--- src/rtl/tll_pkg.sv ---
// shared types and constants for the tiny language lexer
// token record, token kind codes and keyword spelling tables; no dependencies
`default_nettype none

package tll_pkg;

    // token kind codes
    localparam logic [4:0] KIND_IF     = 5'd0;
    localparam logic [4:0] KIND_ID     = 5'd8;
    localparam logic [4:0] KIND_NUM    = 5'd9;
    localparam logic [4:0] KIND_ASSIGN = 5'd10;
    localparam logic [4:0] KIND_PLUS   = 5'd11;
    localparam logic [4:0] KIND_MINUS  = 5'd12;
    localparam logic [4:0] KIND_TIMES  = 5'd13;
    localparam logic [4:0] KIND_OVER   = 5'd14;
    localparam logic [4:0] KIND_EQUAL  = 5'd15;
    localparam logic [4:0] KIND_LESS   = 5'd16;
    localparam logic [4:0] KIND_LPAREN = 5'd17;
    localparam logic [4:0] KIND_RPAREN = 5'd18;
    localparam logic [4:0] KIND_SEMI   = 5'd19;
    localparam logic [4:0] KIND_EOF    = 5'd20;
    localparam logic [4:0] KIND_ERROR  = 5'd21;

    localparam int KW_COUNT = 8;

    // keyword spelling, one character per position, zero padded
    localparam logic [7:0] KW_TEXT [KW_COUNT][8] = '{
        '{"i", "f", 8'h00, 8'h00, 8'h00, 8'h00, 8'h00, 8'h00},
        '{"t", "h", "e", "n", 8'h00, 8'h00, 8'h00, 8'h00},
        '{"e", "l", "s", "e", 8'h00, 8'h00, 8'h00, 8'h00},
        '{"e", "n", "d", 8'h00, 8'h00, 8'h00, 8'h00, 8'h00},
        '{"r", "e", "p", "e", "a", "t", 8'h00, 8'h00},
        '{"u", "n", "t", "i", "l", 8'h00, 8'h00, 8'h00},
        '{"r", "e", "a", "d", 8'h00, 8'h00, 8'h00, 8'h00},
        '{"w", "r", "i", "t", "e", 8'h00, 8'h00, 8'h00}
    };

    localparam logic [2:0] KW_LEN [KW_COUNT] = '{
        3'd2, 3'd4, 3'd4, 3'd3, 3'd6, 3'd5, 3'd4, 3'd5
    };

    // one output token
    typedef struct packed {
        logic [4:0]  kind;
        logic [6:0]  len;
        logic [31:0] value;
        logic        ovf;
        logic        last;
    } token_t;

    // tokens caused by one accepted character
    typedef struct packed {
        logic [1:0] count;
        token_t     tok0;
        token_t     tok1;
    } scan_out_t;

endpackage

`default_nettype wire

--- src/rtl/tll_scan.sv ---
// scanner state and per-character token logic
// depends on tll_pkg for token types, kind codes and keyword tables
`default_nettype none

module tll_scan
    import tll_pkg::*;
#(
    parameter int MAX_LEXEME_LEN = 64,
    parameter int NUMBER_WIDTH   = 32
)
(
    input  wire logic       clk,
    input  wire logic       rst_n,
    input  wire logic       accept,
    input  wire logic [7:0] char_code,
    input  wire logic       end_of_input,
    output scan_out_t       result
);

    localparam int CW = $clog2(MAX_LEXEME_LEN + 1);
    localparam int LW = (CW > 7) ? CW : 7;
    localparam int VW = (NUMBER_WIDTH > 32) ? NUMBER_WIDTH : 32;

    localparam logic [2:0] MODE_START   = 3'd0;
    localparam logic [2:0] MODE_NUM     = 3'd1;
    localparam logic [2:0] MODE_ID      = 3'd2;
    localparam logic [2:0] MODE_ASSIGN  = 3'd3;
    localparam logic [2:0] MODE_COMMENT = 3'd4;

    localparam logic [NUMBER_WIDTH-1:0] NUM_MAX = {NUMBER_WIDTH{1'b1}};

    logic [2:0]              mode_reg, mode_next;
    logic [CW-1:0]           count_reg, count_next;
    logic [NUMBER_WIDTH-1:0] acc_reg, acc_next;
    logic                    ovf_reg, ovf_next;
    logic [7:0]              cand_reg, cand_next;

    logic                    is_ws, is_digit, is_letter;
    logic [3:0]              digit;
    logic [NUMBER_WIDTH+3:0] acc_x10;
    logic [CW-1:0]           count_inc;
    logic                    op_hit;
    logic [4:0]              op_kind;
    logic                    first_valid, second_valid;
    token_t                  first_tok, second_tok;

    // keep the keywords that still match at this position
    function automatic logic [7:0] filter_kw(input logic [7:0] cand,
                                             input logic [CW-1:0] pos,
                                             input logic [7:0] c);
        logic [7:0] res;
        res = '0;
        for (int k = 0; k < KW_COUNT; k++) begin
            if (cand[k] && (pos < CW'(KW_LEN[k])) && (KW_TEXT[k][pos[2:0]] == c)) begin
                res[k] = 1'b1;
            end
        end
        return res;
    endfunction

    // first surviving keyword of exactly this length, else identifier
    function automatic logic [4:0] id_kind(input logic [7:0] cand,
                                           input logic [CW-1:0] len);
        logic [4:0] kind;
        kind = KIND_ID;
        for (int k = KW_COUNT - 1; k >= 0; k--) begin
            if (cand[k] && (len == CW'(KW_LEN[k]))) begin
                kind = KIND_IF + 5'(k);
            end
        end
        return kind;
    endfunction

    function automatic logic [6:0] len_field(input logic [CW-1:0] len);
        logic [LW-1:0] wide;
        wide = LW'(len);
        return wide[6:0];
    endfunction

    function automatic logic [31:0] value_field(input logic [NUMBER_WIDTH-1:0] v);
        logic [VW-1:0] wide;
        wide = VW'(v);
        return wide[31:0];
    endfunction

    function automatic token_t make_tok(input logic [4:0] kind, input logic [6:0] len);
        token_t t;
        t       = '0;
        t.kind  = kind;
        t.len   = len;
        return t;
    endfunction

    // character classes
    assign is_ws     = ((char_code >= 8'd9) && (char_code <= 8'd13)) || (char_code == " ");
    assign is_digit  = (char_code >= "0") && (char_code <= "9");
    assign is_letter = ((char_code >= "A") && (char_code <= "Z")) ||
                       ((char_code >= "a") && (char_code <= "z"));
    assign digit     = 4'(char_code - "0");

    // accumulator times ten plus digit, by shift and add
    assign acc_x10 = ((NUMBER_WIDTH+4)'(acc_reg) << 3) + ((NUMBER_WIDTH+4)'(acc_reg) << 1)
                   + (NUMBER_WIDTH+4)'(digit);

    assign count_inc = (count_reg < CW'(MAX_LEXEME_LEN)) ? CW'(count_reg + 1'b1) : count_reg;

    // single character operators
    always_comb
    begin
        op_hit  = 1'b1;
        op_kind = KIND_ERROR;
        unique case (char_code)
            "+":     op_kind = KIND_PLUS;
            "-":     op_kind = KIND_MINUS;
            "*":     op_kind = KIND_TIMES;
            "/":     op_kind = KIND_OVER;
            "=":     op_kind = KIND_EQUAL;
            "<":     op_kind = KIND_LESS;
            "(":     op_kind = KIND_LPAREN;
            ")":     op_kind = KIND_RPAREN;
            ";":     op_kind = KIND_SEMI;
            default: op_hit  = 1'b0;
        endcase
    end

    // next state and tokens: first is a flushed or closing token, second a new one
    always_comb
    begin
        mode_next    = mode_reg;
        count_next   = count_reg;
        acc_next     = acc_reg;
        ovf_next     = ovf_reg;
        cand_next    = cand_reg;
        first_valid  = 1'b0;
        second_valid = 1'b0;
        first_tok    = '0;
        second_tok   = '0;

        if (end_of_input) begin
            if (mode_reg == MODE_ASSIGN) begin
                first_valid = 1'b1;
                first_tok   = make_tok(KIND_ERROR, 7'd1);
            end else if (mode_reg == MODE_NUM) begin
                first_valid     = 1'b1;
                first_tok       = make_tok(KIND_NUM, len_field(count_reg));
                first_tok.value = value_field(acc_reg);
                first_tok.ovf   = ovf_reg;
            end else if (mode_reg == MODE_ID) begin
                first_valid = 1'b1;
                first_tok   = make_tok(id_kind(cand_reg, count_reg), len_field(count_reg));
            end
            second_valid = 1'b1;
            second_tok   = make_tok(KIND_EOF, 7'd0);
            mode_next    = MODE_START;
            count_next   = '0;
            acc_next     = '0;
            ovf_next     = 1'b0;
            cand_next    = '1;
        end else if (mode_reg == MODE_COMMENT) begin
            if (char_code == "}") begin
                mode_next  = MODE_START;
                count_next = '0;
                acc_next   = '0;
                ovf_next   = 1'b0;
                cand_next  = '1;
            end
        end else if (mode_reg == MODE_ASSIGN) begin
            first_valid = 1'b1;
            first_tok   = make_tok((char_code == "=") ? KIND_ASSIGN : KIND_ERROR, 7'd2);
            mode_next   = MODE_START;
            count_next  = '0;
            acc_next    = '0;
            ovf_next    = 1'b0;
            cand_next   = '1;
        end else if ((mode_reg == MODE_NUM) && is_digit) begin
            if (acc_x10 > (NUMBER_WIDTH+4)'(NUM_MAX)) begin
                acc_next = NUM_MAX;
                ovf_next = 1'b1;
            end else begin
                acc_next = acc_x10[NUMBER_WIDTH-1:0];
            end
            count_next = count_inc;
        end else if ((mode_reg == MODE_ID) && is_letter) begin
            cand_next  = filter_kw(cand_reg, count_reg, char_code);
            count_next = count_inc;
        end else begin
            // flush a pending number or identifier
            if (mode_reg == MODE_NUM) begin
                first_valid     = 1'b1;
                first_tok       = make_tok(KIND_NUM, len_field(count_reg));
                first_tok.value = value_field(acc_reg);
                first_tok.ovf   = ovf_reg;
            end else if (mode_reg == MODE_ID) begin
                first_valid = 1'b1;
                first_tok   = make_tok(id_kind(cand_reg, count_reg), len_field(count_reg));
            end
            mode_next  = MODE_START;
            count_next = '0;
            acc_next   = '0;
            ovf_next   = 1'b0;
            cand_next  = '1;

            // rescan the character from start mode
            priority if (is_ws) begin
                mode_next = MODE_START;
            end else if (op_hit) begin
                second_valid = 1'b1;
                second_tok   = make_tok(op_kind, 7'd1);
            end else if (char_code == ":") begin
                mode_next  = MODE_ASSIGN;
                count_next = CW'(1);
            end else if (is_digit) begin
                mode_next  = MODE_NUM;
                count_next = CW'(1);
                acc_next   = NUMBER_WIDTH'(digit);
            end else if (is_letter) begin
                mode_next  = MODE_ID;
                count_next = CW'(1);
                cand_next  = filter_kw(8'hFF, '0, char_code);
            end else if (char_code == "{") begin
                mode_next = MODE_COMMENT;
            end else begin
                second_valid = 1'b1;
                second_tok   = make_tok(KIND_ERROR, 7'd1);
            end
        end
    end

    // pack the tokens in order and mark the final one
    always_comb
    begin
        result = '0;
        if (first_valid && second_valid) begin
            result.count     = 2'd2;
            result.tok0      = first_tok;
            result.tok1      = second_tok;
            result.tok1.last = 1'b1;
        end else if (first_valid) begin
            result.count     = 2'd1;
            result.tok0      = first_tok;
            result.tok0.last = 1'b1;
        end else if (second_valid) begin
            result.count     = 2'd1;
            result.tok0      = second_tok;
            result.tok0.last = 1'b1;
        end
    end

    // scanner state
    always_ff @(posedge clk or negedge rst_n)
    begin
        if (!rst_n) begin
            mode_reg  <= MODE_START;
            count_reg <= '0;
            acc_reg   <= '0;
            ovf_reg   <= 1'b0;
            cand_reg  <= '1;
        end else if (accept) begin
            mode_reg  <= mode_next;
            count_reg <= count_next;
            acc_reg   <= acc_next;
            ovf_reg   <= ovf_next;
            cand_reg  <= cand_next;
        end
    end

endmodule

`default_nettype wire

--- src/rtl/tll_queue.sv ---
// four-entry token queue, up to two writes and one read per cycle
// depends on tll_pkg for the token record types
`default_nettype none

module tll_queue
    import tll_pkg::*;
(
    input  wire logic      clk,
    input  wire logic      rst_n,
    input  wire logic      push,
    input  wire scan_out_t push_data,
    output logic           room,
    output logic           head_valid,
    input  wire logic      pop,
    output token_t         head
);

    localparam int DEPTH = 4;
    localparam int PW    = $clog2(DEPTH);

    token_t          mem_reg [DEPTH];
    logic [PW-1:0]   wr_ptr_reg, wr_ptr_next;
    logic [PW-1:0]   rd_ptr_reg, rd_ptr_next;
    logic [PW:0]     fill_reg, fill_next;
    logic [1:0]      push_n;
    logic            do_pop;
    logic [PW-1:0]   wr_ptr_plus1;

    // room for the two tokens a character can cause
    assign room         = (fill_reg <= (PW+1)'(DEPTH - 2));
    assign head_valid   = (fill_reg != '0);
    assign head         = mem_reg[rd_ptr_reg];
    assign do_pop       = pop && head_valid;
    assign push_n       = push ? push_data.count : 2'd0;
    assign wr_ptr_plus1 = PW'(wr_ptr_reg + 1'b1);

    // pointer and fill updates
    always_comb
    begin
        wr_ptr_next = PW'(wr_ptr_reg + PW'(push_n));
        rd_ptr_next = do_pop ? PW'(rd_ptr_reg + 1'b1) : rd_ptr_reg;
        fill_next   = (PW+1)'(fill_reg + (PW+1)'(push_n) - (PW+1)'(do_pop));
    end

    always_ff @(posedge clk or negedge rst_n)
    begin
        if (!rst_n) begin
            wr_ptr_reg <= '0;
            rd_ptr_reg <= '0;
            fill_reg   <= '0;
        end else begin
            wr_ptr_reg <= wr_ptr_next;
            rd_ptr_reg <= rd_ptr_next;
            fill_reg   <= fill_next;
        end
    end

    // token storage
    always_ff @(posedge clk)
    begin
        if (push_n != 2'd0) begin
            mem_reg[wr_ptr_reg] <= push_data.tok0;
        end
        if (push_n == 2'd2) begin
            mem_reg[wr_ptr_plus1] <= push_data.tok1;
        end
    end

endmodule

`default_nettype wire

--- src/rtl/tiny_language_lexer.sv ---
// tiny language lexer: one character per transaction in, tokens out
// a token is written into the output queue when the character that completes it is accepted
// throughput: one character per cycle while tokens drain; two-token characters
//   fill a four-entry output queue, and in_ready drops when it holds three or more
// reset: scanner returns to start mode with an empty lexeme and the queue empties
// depends on tll_pkg, tll_scan, tll_queue
`default_nettype none

module tiny_language_lexer
    import tll_pkg::*;
#(
    parameter int MAX_LEXEME_LEN = 64,
    parameter int NUMBER_WIDTH   = 32
)
(
    input  wire logic        clk,
    input  wire logic        rst_n,
    input  wire logic        in_valid,
    output logic             in_ready,
    input  wire logic [7:0]  char_code,
    input  wire logic        end_of_input,
    output logic             out_valid,
    input  wire logic        out_ready,
    output logic [4:0]       token_kind,
    output logic [6:0]       lexeme_length,
    output logic [31:0]      number_value,
    output logic             number_overflow,
    output logic             last
);

    logic      accept;
    logic      room;
    scan_out_t scan_result;
    token_t    head;

    assign in_ready = room;
    assign accept   = in_valid && room;

    // per-character scanner
    tll_scan #(
        .MAX_LEXEME_LEN (MAX_LEXEME_LEN),
        .NUMBER_WIDTH   (NUMBER_WIDTH)
    ) u_scan (
        .clk          (clk),
        .rst_n        (rst_n),
        .accept       (accept),
        .char_code    (char_code),
        .end_of_input (end_of_input),
        .result       (scan_result)
    );

    // output token queue
    tll_queue u_queue (
        .clk        (clk),
        .rst_n      (rst_n),
        .push       (accept),
        .push_data  (scan_result),
        .room       (room),
        .head_valid (out_valid),
        .pop        (out_ready),
        .head       (head)
    );

    assign token_kind      = head.kind;
    assign lexeme_length   = head.len;
    assign number_value    = head.value;
    assign number_overflow = head.ovf;
    assign last            = head.last;

endmodule

`default_nettype wire
--- config.mk ---
export PLATFORM = sky130hd
export DESIGN_NAME = tiny_language_lexer
export DESIGN_NICKNAME = d
export VERILOG_FILES = /design/src/rtl/tll_pkg.sv /design/src/rtl/tll_scan.sv /design/src/rtl/tll_queue.sv /design/src/rtl/tiny_language_lexer.sv
export SDC_FILE = /design/constraint.sdc
export NUM_CORES = 1
export LEC_CHECK = 0
export BUFFER_PORTS_ARGS = -buffer_cell sky130_fd_sc_hd__buf_4
export CAP_MARGIN = 20
export CORE_UTILIZATION = 52
export CTS_CLUSTER_SIZE = 28
export DETAILED_ROUTE_END_ITERATION = 10
export GPL_ROUTABILITY_DRIVEN = 0
export PLACE_DENSITY = 0.68
export SYNTH_ARGS = -nofsm -noshare
export SYNTH_HDL_FRONTEND = slang
export SYNTH_SLANG_ARGS = --single-unit
--- constraint.sdc ---
create_clock -name clk -period 8.3 [get_ports clk]
set_input_delay 0 -clock clk [delete_from_list [all_inputs] [get_ports clk]]
set_output_delay 0 -clock clk [all_outputs]
set_load 0.05 [all_outputs]
Word level (Yosys, flattened, before mapping)
Memories as Yosys holds them, arrays and structs flattened.
Cells that the tools add are included.
- bits in writable memories: 184
- register bits after elaboration: 58
- output and inout port bits: 48
- bits in read-only memories: 512
- input port bits: 13
- memories kept: 9
- word-level logic and storage cells: 270
- mux-type cells: 141
- reduce and logical (&&, ||, !) cells: 43
- bitwise operators: 1
- $add $sub $neg: 9
- eq/ne operators: 42
- order comparisons: 17
- memory list (name ; words ; bits a word ; rd ports ; clocked after memory_dff ; wr ports ; RTL line ; text):
    u_queue.mem_reg ; 4 ; 46 ; 1 ; 0 ; 2 ; tll_queue.sv:21 ; token_t mem_reg [DEPTH];
    (no name shown) ; 8 ; 8 ; 1 ; 0 ; 0 ; tll_scan.sv:54 ; if (cand[k] && (pos < CW'(KW_LEN[k])) && (KW_TEXT[k][pos[2:0]] == c)) begin
    (no name shown) ; 8 ; 8 ; 1 ; 0 ; 0 ; tll_scan.sv:54 ;
    (no name shown) ; 8 ; 8 ; 1 ; 0 ; 0 ; tll_scan.sv:54 ;
    (no name shown) ; 8 ; 8 ; 1 ; 0 ; 0 ; tll_scan.sv:54 ;
    (no name shown) ; 8 ; 8 ; 1 ; 0 ; 0 ; tll_scan.sv:54 ;
    3 more memories ; n/a ; n/a ; n/a ; n/a ; n/a ; n/a ;
- operators with widths (kind ; count):
    two-way mux 46 bit ; 20
    two-way mux 32 bit ; 10
    two-way mux 8 bit ; 27
    two-way mux 48 bit ; 2
    equality test 8 x 6 -> 1 bit (second input constant) ; 11
    two-way mux 7 bit ; 11
    equality test 8 bit ; 8
    equality test 7 x 8 -> 1 bit (first input constant) ; 6
    two-way mux 47 bit ; 1
    two-way mux 1 bit ; 46
    one-hot mux 5 bit (9 select lines) ; 1
    adder 35 x 33 -> 36 bit ; 1
    adder 36 x 4 -> 36 bit ; 1
    > comparator 36 x 32 -> 1 bit (second input constant) ; 1
    two-way mux 3 bit ; 12
    two-way mux 4 bit ; 9
    logical AND 1 bit ; 33
    equality test 7 x 3 -> 1 bit (second input constant) ; 3
    < comparator 7 x 3 -> 1 bit (second input constant) ; 3
    equality test 8 x 7 -> 1 bit (second input constant) ; 2
    greater-or-equal comparator 8 x 7 -> 1 bit (second input constant) ; 2
    <= comparator 8 x 7 -> 1 bit (second input constant) ; 2
    equality test 7 x 2 -> 1 bit (second input constant) ; 2
    < comparator 7 x 2 -> 1 bit (second input constant) ; 2
    31 further kinds ; 37

Depth between registers and ports, before layout
Gate-level depths: netlist of the first run.
- depth after elaboration: 23
- gate-level depth with buffers: 17
- gate-level depth less buffers: 14

Modules after synthesis
A second synthesis of the first run with hierarchy kept.
- cells, all modules: 1368
- area, all modules: 16234.3 sq um
- by module, submodules not included (module ; seq. area each (sq um) ; area each (sq um) ; instances ; cells an instance):
    tll_queue ; 5700.5 ; 9495.4 ; 1 ; 490
    tll_scan ; 1286.2 ; 6732.7 ; 1 ; 877
    tiny_language_lexer ; 0.0 ; 6.3 ; 1 ; 1

Worst setup path after synthesis of the first run
Ideal clock, no wire load.
- path type: reg-to-reg
- start point: register u_scan.acc_reg[0]
- end point: register u_scan.acc_reg[21]
- arrival time: 3.322 ns
- path slack: 4.839 ns
- clock period less this slack: 3.461 ns
- cell stages (with the launch flop): 13
- setup time: 0.138 ns
- cells stage by stage: dfrtp_1 fa_1 ha_1 nand3_1 and2_1 o31a_1 o41a_1 nor4b_2 nor2_1 xnor2_1 nor4_4 buf_6 a31oi_1
- longest elaborated chain between the ends: 8
- ends and longest elaborated chain (element ; RTL line ; text):
    start, declared ; tll_scan.sv:34 ; logic [NUMBER_WIDTH-1:0] acc_reg, acc_next;
    start signal, assigned ; tll_scan.sv:261 ; acc_reg <= acc_next;
    adder 35 x 33 -> 36 bit * ; tll_scan.sv:102 ; assign acc_x10 = ((NUMBER_WIDTH+4)'(acc_reg) << 3) + ((NUMBER_WIDTH+4)'(acc_reg) << 1)
    adder 36 x 4 -> 36 bit * ; tll_scan.sv:103 ; + (NUMBER_WIDTH+4)'(digit);
    > comparator 36 x 32 -> 1 bit ; tll_scan.sv:176 ; if (acc_x10 > (NUMBER_WIDTH+4)'(NUM_MAX)) begin
    two-way mux 32 bit * ; tll_scan.sv:176 ;
    two-way mux 32 bit * ; tll_scan.sv:175 ; end else if ((mode_reg == MODE_NUM) && is_digit) begin
    two-way mux 32 bit * ; tll_scan.sv:167 ; end else if (mode_reg == MODE_ASSIGN) begin
    two-way mux 32 bit * ; tll_scan.sv:159 ; end else if (mode_reg == MODE_COMMENT) begin
    two-way mux 32 bit * ; tll_scan.sv:139 ; if (end_of_input) begin
Every way passes the cells marked *; elsewhere a longest branch is shown, timed or not.
A chain may end at the register's enable or synchronous reset.

==> results.cfg, run 1 <==
[floorplanning]
die_h_microns = 164
core-area_sq_mm = 0.0254
die_area_sq_mm = 0.0268
die_w_microns = 164
initial_utilization_pct = 53.6
rows = 58
ios = 61

[setup_path]
cpPeakStageDelay_ps = 640
startpoint = u_scan.mode_reg[0]$_DFFE_PN0P_
crit_path_end_kind = flip-flop
start_kind = flip-flop
r2r_start = u_scan.mode_reg[0]$_DFFE_PN0P_
crit_required_ps = 8490
crit_path_max_fanout = 84
cp.arrival_ps = 4210
crit_path_frequent_cell = inv_1
cp_slowest_cell = buf_4
cp_num_buf_inv = 3
critPathKind = reg2reg
path_cells = inv_1 -> or3_1 -> or2_2 -> o21ai_0 -> a221o_1 -> inv_1 -> ha_1 -> o21a_1 -> nand2_2 -> buf_4 -> nand2_1
cp_top_family = simple AND/OR/NAND/NOR gates

[cells_and_area]
final_area_sq_mm = 0.0150
areaGrowthSynthToFinish_pct = 10.1
diodes = 0
drive_above_1_share_pct = 12.7
nNetsFinal = 1586
largest_reg_flops = 184
instances_no_fill = 1844

[hold_path]
hold_class = in2reg
worstHoldStart = char_code[4]

[job]
cap_violations = 0

[global_routing]
gr-usage-all-layers_pct = 26.8
grt_max_degree = 85
grt_pass1_wl_microns = 57400
grt-ovfl-total = 0
grt_pass1_vias = 10900
antenna_found_initial = 0

[placed_design]
port_buffers = 60
dpl_cell_area_sq_mm = 0.0141
place_ws_ps = 4300
placed_cells = 1789
dpl.hpwl_microns = 24100

[clock_tree]
clk-insertion-delay-late_ps = 550
clkTransAtPathRegs_ps = 60
cts_root_buf = clkbuf_16
ctsHtreeMaxLevel = 1
cts_inserted_buffers = 26
clk_path_buf_depth = 3
cts_sinks = 242
cts_tree = done

[drt]
vias = 11600
antenna_left = 0
drtIter0Drc = 1200
drt_wl_total_microns = 35900
drc = 0
wire_per_inst_microns = 19.5
avgViaCountPerCell = 6.29
dr.pass1.iters = 5

[timing]
worstMarginPinSlew_ps = 1020
holdWs_ps = 32.8
worst_slack_ps = 4270
max_freq_mhz = 248
setup_viol = 0
tns_ps = 0
post-route-period-util_pct = 48.5
max-slew-margin-rel_pct = 32.2
period_minus_slack_ps = 4030
rsz0062_at_grt = no
drv_slew = 0
hold_viol = 0
skew_ps = 25.9

[synth]
yosysSeqAreaShare_pct = 39.8
synth-main-ff-cell = dfxtp_1
netlist_area_sq_mm = 0.0136
ys_seq_elements = 242
ys_warn_count = 0
synth_fp_nets = 1604
synthCells = 1512
async_flop_share_pct = 24.0
synth_cell_types = 72
syn_area_per_cell_sq_um = 9.00
synth_edf_count = 28

[power]
peakVddDrop_uv = 380
p_per_area_mw_per_mm2 = 364
p_leak_nw = 5.56

[run_status]
status = completed
[cell type report]
type,count,area (sq um)
well taps,330,413
inverters,22,82.6
clock inverters,8,58.8
fillers,2233,10400
clock buffers,40,756
multi-input cells,1120,7620
flip-flops and latches,242,5430
repair buffers,82,633
[through the flow]
step | total power, mW | util, %
2_1_floorplan | 3.72 | -
3_3_place_gp | 4.30 | 55.6
3_5_place_dp | 4.34 | 55.6
4_1_cts | 5.45 | 59.0
5_1_grt | 5.82 | 59.0
6_report | 5.45 | 59.0
[placed cells by master (no fill, tap or decap), types with 6 or more instances in the layout]
cell and count:
a211oi_1 7, a21boi_0 7, a21o_1 11, a21oi_1 58, a31oi_1 39, and2_1 8
and3_1 6, buf_4 75, clkbuf_1 9, clkbuf_16 27, dfrtp_1 48, dfstp_2 8
dfxtp_1 156, dlygate4sd3_1 7, edfxtp_1 28, ha_1 76, inv_1 22, mux4_2 46
nand2_1 120, nand2b_1 11, nand3_1 186, nand4_1 15, nor2_1 65, nor2b_1 12
nor3_1 20, nor4_1 7, o21a_1 7, o21ai_0 223, o22ai_1 28, o31ai_1 9
or2_2 7, or3_1 7, xnor2_1 34, xor2_1 23
[synthesized netlist by cell type, types with 9 or more instances]
cell | number | area (sq um)
a31oi_1 | 39 | 244
buf_1 | 12 | 45.0
o22ai_1 | 28 | 175
a21o_1 | 11 | 82.6
a21oi_1 | 59 | 295
dfxtp_1 | 156 | 3120
dfrtp_1 | 50 | 1250
clkbuf_1 | 109 | 409
nor2_1 | 66 | 248
mux4_2 | 46 | 1040
xnor2_1 | 34 | 298
nand2_1 | 122 | 458
o31ai_1 | 9 | 67.6
edfxtp_1 | 28 | 841
nand3_1 | 188 | 941
o21ai_0 | 223 | 1120
ha_1 | 76 | 951
nand4_1 | 15 | 93.8
xor2_1 | 23 | 201
inv_1 | 22 | 82.6
nand2b_1 | 11 | 68.8
nor2b_1 | 12 | 75.1
nor3_1 | 20 | 100
[final timing paths]
| kind | endpoint | slack [ps] | cells past startpoint |
|---|---|---|---|
| setup / recovery | u_queue.mem_reg[0][45]$_DFFE_PP_ | 4270 | 11 |
| hold / removal | u_scan.cand_reg[2]$_DFFE_PN1P_ | 30 | 4 |
| setup reg to reg | u_queue.mem_reg[0][45]$_DFFE_PP_ | 4270 | 11 |
| hold reg to reg | u_queue.mem_reg[3][11]$_SDFFE_PP0N_ | 470 | 2 |
| max in group asynchronous | u_scan.count_reg[1]$_DFFE_PN0P_ | 7660 | 2 |
| min in group asynchronous | u_queue.fill_reg[0]$_DFF_PN0_ | 80 | 2 |
[worst reg2reg max path: cells and delay by family (launching register included)]
kind / cells / cell delay [ps]
and+or+nand+nor: 4 / 1360
buffers and inverters: 3 / 820
AOI/OAI and AO/OA: 3 / 640
DFF: 1 / 510
adders and majority gates: 1 / 360
[power breakdown]
part | total [mW] | internal, mW | leakage (nW) | switching (mW)
registers | 1.57 | 1.38 | 2.22 | 0.185
clock network | 1.11 | 0.630 | 0.400 | 0.476
logic | 2.78 | 1.03 | 2.93 | 1.75
[cell families after synthesis]
group | after synthesis | synth area share (%)
xor+xnor | 57 | 3.67
mux | 48 | 7.77
fa+ha+maj | 79 | 7.43
flops | 242 | 39.8
simple gates | 489 | 17.5
buf+inv | 150 | 4.37
compound gates | 447 | 19.4
[what timing repair did]
| item | 4_1_cts | 5_1_grt |
|---|---|---|
| hold endpoints to repair | 59 | 0 |
| gates resized for setup | 0 | 0 |
| setup buffers | 0 | 0 |
| hold buffers | 7 | 0 |
[layer usage]
layer | vias up | global-route usage, % | part of all wire [%]
li1 | 5563 | - | -
met1 | 5546 | 39.0 | 46
met2 | 428 | 41.4 | 45
met3 | 60 | 4.14 | 7.0
met4 | 0 | 7.32 | 2.1
met5 | - | 0 | 0
(Power assumes the default switching activity.)
==> inputs of run 2 (changes only) <==
--- a/config.mk
+++ b/config.mk
@@ -11,7 +11,7 @@
 export CTS_CLUSTER_SIZE = 28
 export DETAILED_ROUTE_END_ITERATION = 10
 export GPL_ROUTABILITY_DRIVEN = 0
-export PLACE_DENSITY = 0.68
+export PLACE_DENSITY = 0.71
 export SYNTH_ARGS = -nofsm -noshare
 export SYNTH_HDL_FRONTEND = slang
 export SYNTH_SLANG_ARGS = --single-unit
==> constraint.sdc (replaced) <==
create_clock -name clk -period 3.55 [get_ports clk]
set_input_delay 0 -clock clk [delete_from_list [all_inputs] [get_ports clk]]
set_output_delay 0 -clock clk [all_outputs]
set_load 0.05 [all_outputs]
==> run 2 against run 1 <==
Against the previous run: die area did not move; maximum frequency up 14%; sequential share of layout area decreased by 1.7 points; register-to-register slack worse by 4300 ps.
==> results.cfg, run 2 (synthesis gave the netlist of run 1 again) <==
[setup_path]
cpPeakStageDelay_ps = 540
crit_path_end_kind = flip-flop
cp.arrival_ps = 3900
cp_slowest_cell = fa_1
critPathKind = reg2reg
path_cells = fa_1 -> ha_1 -> nand3_2 -> and2_4 -> o31a_1 -> o41a_1 -> nor4b_2 -> nor2_1 -> xnor2_1 -> nor4_4 -> buf_4 -> clkbuf_16 -> a31oi_4
crit_path_max_fanout = 4
start_kind = flip-flop
crit_required_ps = 3920

[timing]
tns_ps = 0
worst_slack_ps = 22.3
worstMarginPinSlew_ps = 901
post-route-period-util_pct = 99.4
max-slew-margin-rel_pct = 39.9
drv_slew = 0
max_freq_mhz = 283
setup_viol = 0
skew_ps = 7.61
hold_viol = 0
rsz0062_at_grt = yes
period_minus_slack_ps = 3530

[job]
cap_violations = 0

[clock_tree]
clk_path_buf_depth = 3
clk-insertion-delay-late_ps = 520
ctsHtreeMaxLevel = 1
cts_inserted_buffers = 26
cts_root_buf = clkbuf_16
cts_tree = done
clkTransAtPathRegs_ps = 60
cts_sinks = 242

[global_routing]
gr-usage-all-layers_pct = 27.3
grt_pass1_vias = 11300
antenna_found_initial = 0
grt_pass1_wl_microns = 58600
grt-ovfl-total = 0
grt_max_degree = 84

[floorplanning]
die_area_sq_mm = 0.0268
core-area_sq_mm = 0.0254
rows = 58
die_h_microns = 164
die_w_microns = 164
ios = 61
initial_utilization_pct = 53.6

[cells_and_area]
nNetsFinal = 1632
final_area_sq_mm = 0.0157
diodes = 0
final_common_cell = o21ai_0
drive_above_1_share_pct = 17.0
largest_reg_flops = 184
most-common-layout-cells = o21ai_0 (222), nand3_1 (185), dfxtp_1 (156)
areaGrowthSynthToFinish_pct = 15.4
n_fill_cell = 2111

[run_status]
status = completed

[placed_design]
dpl_cell_area_sq_mm = 0.0144
dpl.hpwl_microns = 24700
place_ws_ps = -48.2
port_buffers = 60

[drt]
avgViaCountPerCell = 6.35
wire_per_inst_microns = 19.6
drt_wl_total_microns = 37000
drc = 0
drtIter0Drc = 1164
dr.pass1.iters = 5
antenna_left = 0
vias = 12000

[power]
p_leak_nw = 5.90
peakVddDrop_uv = 735
p_per_area_mw_per_mm2 = 877

[hold_path]
hold_class = in2reg
[run 2: changes by cell type in the layout (fill, tap and decap cells not counted), moves of 4 or more]
cell	previous run	this run
a31oi_1	39	35
buf_12	0	5
buf_4	75	107
clkbuf_1	9	5
clkbuf_8	3	8
dlygate4sd3_1	7	11
ha_1	76	72
[run 2: timing repair]
action | 4_1_cts | 5_1_grt
endpoints found under the setup margin | 19 | 46
resized for setup | 1 | 47
hold buffers | 11 | 0
setup buffers | 0 | 6
endpoints found under the hold margin | 58 | 0
cloned | 0 | 3
pin swaps | 0 | 14
[run 2: layer usage]
metal  up-vias  GRT usage [%]  wire, microns
li1       5660              -              -
met3        76           3.21           2650
met1      5764           38.8          16400
met5         -              0              0
met4         0           7.91            874
met2       475           43.7          17000
[run 2: path summary, 6_finish.rpt]
check	start	to	slack, ps	cells after the start
worst max-delay path	u_scan.acc_reg[0]$_DFFE_PN0P_	u_scan.acc_reg[6]$_DFFE_PN0P_	20	13
worst min-delay path	char_code[0]	u_scan.cand_reg[1]$_DFFE_PN1P_	20	4
worst max register to register	u_scan.acc_reg[0]$_DFFE_PN0P_	u_scan.acc_reg[6]$_DFFE_PN0P_	20	13
worst min register to register	u_queue.mem_reg[3][12]$_SDFFE_PP0N_	u_queue.mem_reg[3][12]$_SDFFE_PP0N_	460	2
max in group asynchronous	rst_n	u_scan.ovf_reg$_DFFE_PN0P_	2910	2
min in group asynchronous	rst_n	u_queue.fill_reg[1]$_DFF_PN0_	80	2
[run 2: worst max-delay path: cells and delay by family (launching register included)]
kind	cells	cell delay, ps
AND/OR/NAND/NOR	5	900
adder cells (fa/ha/maj)	2	860
AO/OA/AOI/OAI	3	710
flip-flops	1	400
buffers and inverters	2	360
XOR/XNOR	1	160
[run 2: power by group]
group / internal [mW] / total (mW) / leakage [nW] / switching [mW]
clock network: 1.60 / 2.68 / 0.426 / 1.08
logic: 2.94 / 7.29 / 3.25 / 4.35
registers: 3.23 / 3.81 / 2.22 / 0.579
[run 2: cell type report]
cell class                      count  area, sq um  area share (%)
Timing Repair Buffer              128         1090            6.97
Clock inverter                      4         30.0           0.191
Inverter                           22         82.6           0.526
Tap cell                          330          413            2.63
Multi-Input combinational cell   1120         7830            49.9
Sequential cell                   242         5430            34.5
Clock buffer                       41          830            5.28
[run 2: per-stage QoR]
stage / util [%] / hold WS, ps / cells / total power [mW]
6_report: 61.9 / 23.7 / 1887 / 13.8
5_1_grt: 61.9 / 70.3 / 1887 / 14.6
4_1_cts: 60.6 / 23.4 / 1878 / 13.0
3_5_place_dp: 56.8 / 112 / 1822 / 10.3
3_3_place_gp: 56.8 / 107 / 1822 / 10.2
2_1_floorplan: - / -296 / 1512 / 8.70
==> inputs of run 3 (changes only) <==
--- a/config.mk
+++ b/config.mk
@@ -5,7 +5,7 @@
 export SDC_FILE = /design/constraint.sdc
 export NUM_CORES = 1
 export LEC_CHECK = 0
-export BUFFER_PORTS_ARGS = -buffer_cell sky130_fd_sc_hd__buf_4
+export BUFFER_PORTS_ARGS = -buffer_cell sky130_fd_sc_hd__buf_2
 export CAP_MARGIN = 20
 export CORE_UTILIZATION = 52
 export CTS_CLUSTER_SIZE = 28
==> run 3 against run 2 <==
Against the previous run: non-clock buffer count shrank 2; worst hold slack gained 25 ps; global-route usage shrank 0.24 points; clock skew grew 10 ps; clock-buffer cell count shrank 3; critical path depth grew 1; clock power is essentially flat; worst setup slack lost 7.7 ps; maximum frequency shrank 0.22%; cell count shrank 0.11%; critical endpoint is now u_scan.acc_reg[15]$_DFFE_PN0P_; largest power group unchanged.
==> results.cfg, run 3 (synthesis gave the netlist of run 1 again) <==
[power]
power_mw = 13.6
p_leak_nw = 5.87
p_per_area_mw_per_mm2 = 881
peakVddDrop_uv = 845

[floorplanning]
die_h_microns = 164
initial_utilization_pct = 53.6
ios = 61
die_w_microns = 164
die_area_sq_mm = 0.0268
core-area_sq_mm = 0.0254
rows = 58

[hold_path]
hold_class = in2reg
worstHoldStart = char_code[4]

[setup_path]
start_kind = flip-flop
cp.arrival_ps = 3900
crit_required_ps = 3910
critPathKind = reg2reg
path_cells = ha_1 -> ha_1 -> fa_2 -> a211oi_2 -> o21ai_2 -> o21ai_4 -> a21oi_1 -> o22ai_2 -> o41ai_2 -> xor2_1 -> nor4_4 -> buf_4 -> clkbuf_16 -> a31oi_1
crit_path_end_kind = flip-flop
reg2reg_slack_ps = 10
cp_slowest_cell = dfrtp_2
r2r_start = u_scan.acc_reg[1]$_DFFE_PN0P_
crit_path_max_fanout = 8
cp_num_buf_inv = 2
startpoint = u_scan.acc_reg[1]$_DFFE_PN0P_
cpPeakStageDelay_ps = 440
cp_top_family = compound AO/OA/AOI/OAI gates
crit_path_frequent_cell = ha_1

[timing]
setup_viol = 0
tns_ps = 0
hold_viol = 0
max-slew-margin-rel_pct = 39.0
worstMarginPinSlew_ps = 915
drv_slew = 0
worst_slack_ps = 14.6
rsz0062_at_grt = yes
post-route-period-util_pct = 99.6
period_minus_slack_ps = 3540
skew_ps = 17.9
max_freq_mhz = 283

[cells_and_area]
final_core_util_pct = 61.0
drive_above_1_share_pct = 16.8
final_common_cell = o21ai_0
nNetsFinal = 1629
most-common-layout-cells = o21ai_0 (223), nand3_1 (185), dfxtp_1 (156)
diodes = 0
areaGrowthSynthToFinish_pct = 13.8
largest_reg_flops = 184

[drt]
avgViaCountPerCell = 6.33
dr.pass1.iters = 5
drc = 0
drtIter0Drc = 1307
antenna_left = 0
wire_per_inst_microns = 19.5
vias = 11900
drt_wl_total_microns = 36800

[clock_tree]
clk_path_buf_depth = 3
ctsHtreeMaxLevel = 1
cts_sinks = 242
clk-insertion-delay-late_ps = 510
cts_root_buf = clkbuf_16
cts_inserted_buffers = 25
cts_tree = done
clkTransAtPathRegs_ps = 70

[global_routing]
grt_pass1_wl_microns = 58400
grt_max_degree = 82
antenna_found_initial = 0
grt-ovfl-total = 0
gr-usage-all-layers_pct = 27.1
grt_pass1_vias = 11300

[placed_design]
place_ws_ps = -14.2
port_buffers = 60
dpl.hpwl_microns = 24500

[run_status]
status = completed

[job]
cap_violations = 0
run 3: cell count changes in the layout (fill, tap and decap cells not counted), sizes merged:
cell,previous run,this run
inv,23,24
buf,116,117
bufbuf,0,1
clkbuf,42,39
clkinvlp,0,1
dlygate4sd3,11,7
bufinv,0,1
run 3: through the flow:
step,std cells,hold slack [ps],cell area [sq um]
finish,1885,49.1,15500
global route,1885,104,15500
CTS,1881,31.4,15300
detailed placement,1827,74.8,14300
global placement,1827,72.3,14300
floorplan,1512,-296,13600
run 3: area by class of cell:
class | instances | area, sq um
Clock buffer | 38 | 777
Inverter | 22 | 82.6
Tap cell | 330 | 413
Clock inverter | 7 | 68.8
Timing Repair Buffer | 126 | 931
Fill cell | 2160 | 9900
Multi-Input combinational cell | 1120 | 7800
Sequential cell | 242 | 5430
run 3: repair_timing:
action	4_1_cts	5_1_grt
pin swaps	1	14
setup endpoints to repair	23	33
buffers inserted	1	3
resized for setup	3	28
cloned	1	1
hold endpoints to repair	32	0
hold buffers	7	0
run 3: final timing paths:
check / endpoint / depth (start not counted)
worst max-delay path: u_scan.acc_reg[15]$_DFFE_PN0P_ / 14
worst min-delay path: u_scan.cand_reg[2]$_DFFE_PN1P_ / 4
worst max register to register: u_scan.acc_reg[15]$_DFFE_PN0P_ / 14
worst min register to register: u_queue.mem_reg[3][16]$_SDFFE_PP0N_ / 2
max in group asynchronous: u_scan.cand_reg[5]$_DFFE_PN1P_ / 3
min in group asynchronous: u_queue.fill_reg[1]$_DFF_PN0_ / 2
run 3: worst register-to-register path, cell delays in order, from the launching register on:
cell,delay [ps]
dfrtp_2,440
ha_1,290
ha_1,250
fa_2,370
a211oi_2,260
o21ai_2,120
o21ai_4,230
a21oi_1,130
o22ai_2,240
o41ai_2,110
xor2_1,190
nor4_4,320
buf_4,210
clkbuf_16,170
a31oi_1,80
run 3: power breakdown:
group	internal (mW)	switching (mW)	total, mW	leakage [nW]
clock	1.59	1.06	2.65	0.417
sequential	3.23	0.611	3.84	2.22
combinational	2.90	4.26	7.16	3.23
run 3: per-layer routing:
| layer | up-vias | share of wire [%] | global-route usage (%) |
|---|---|---|---|
| met4 | 0 | 2.0 | 7.11 |
| met2 | 450 | 46 | 42.8 |
| met3 | 62 | 6.4 | 3.06 |
| met1 | 5763 | 46 | 39.3 |
| met5 | - | 0 | 0 |
| li1 | 5663 | - | - |
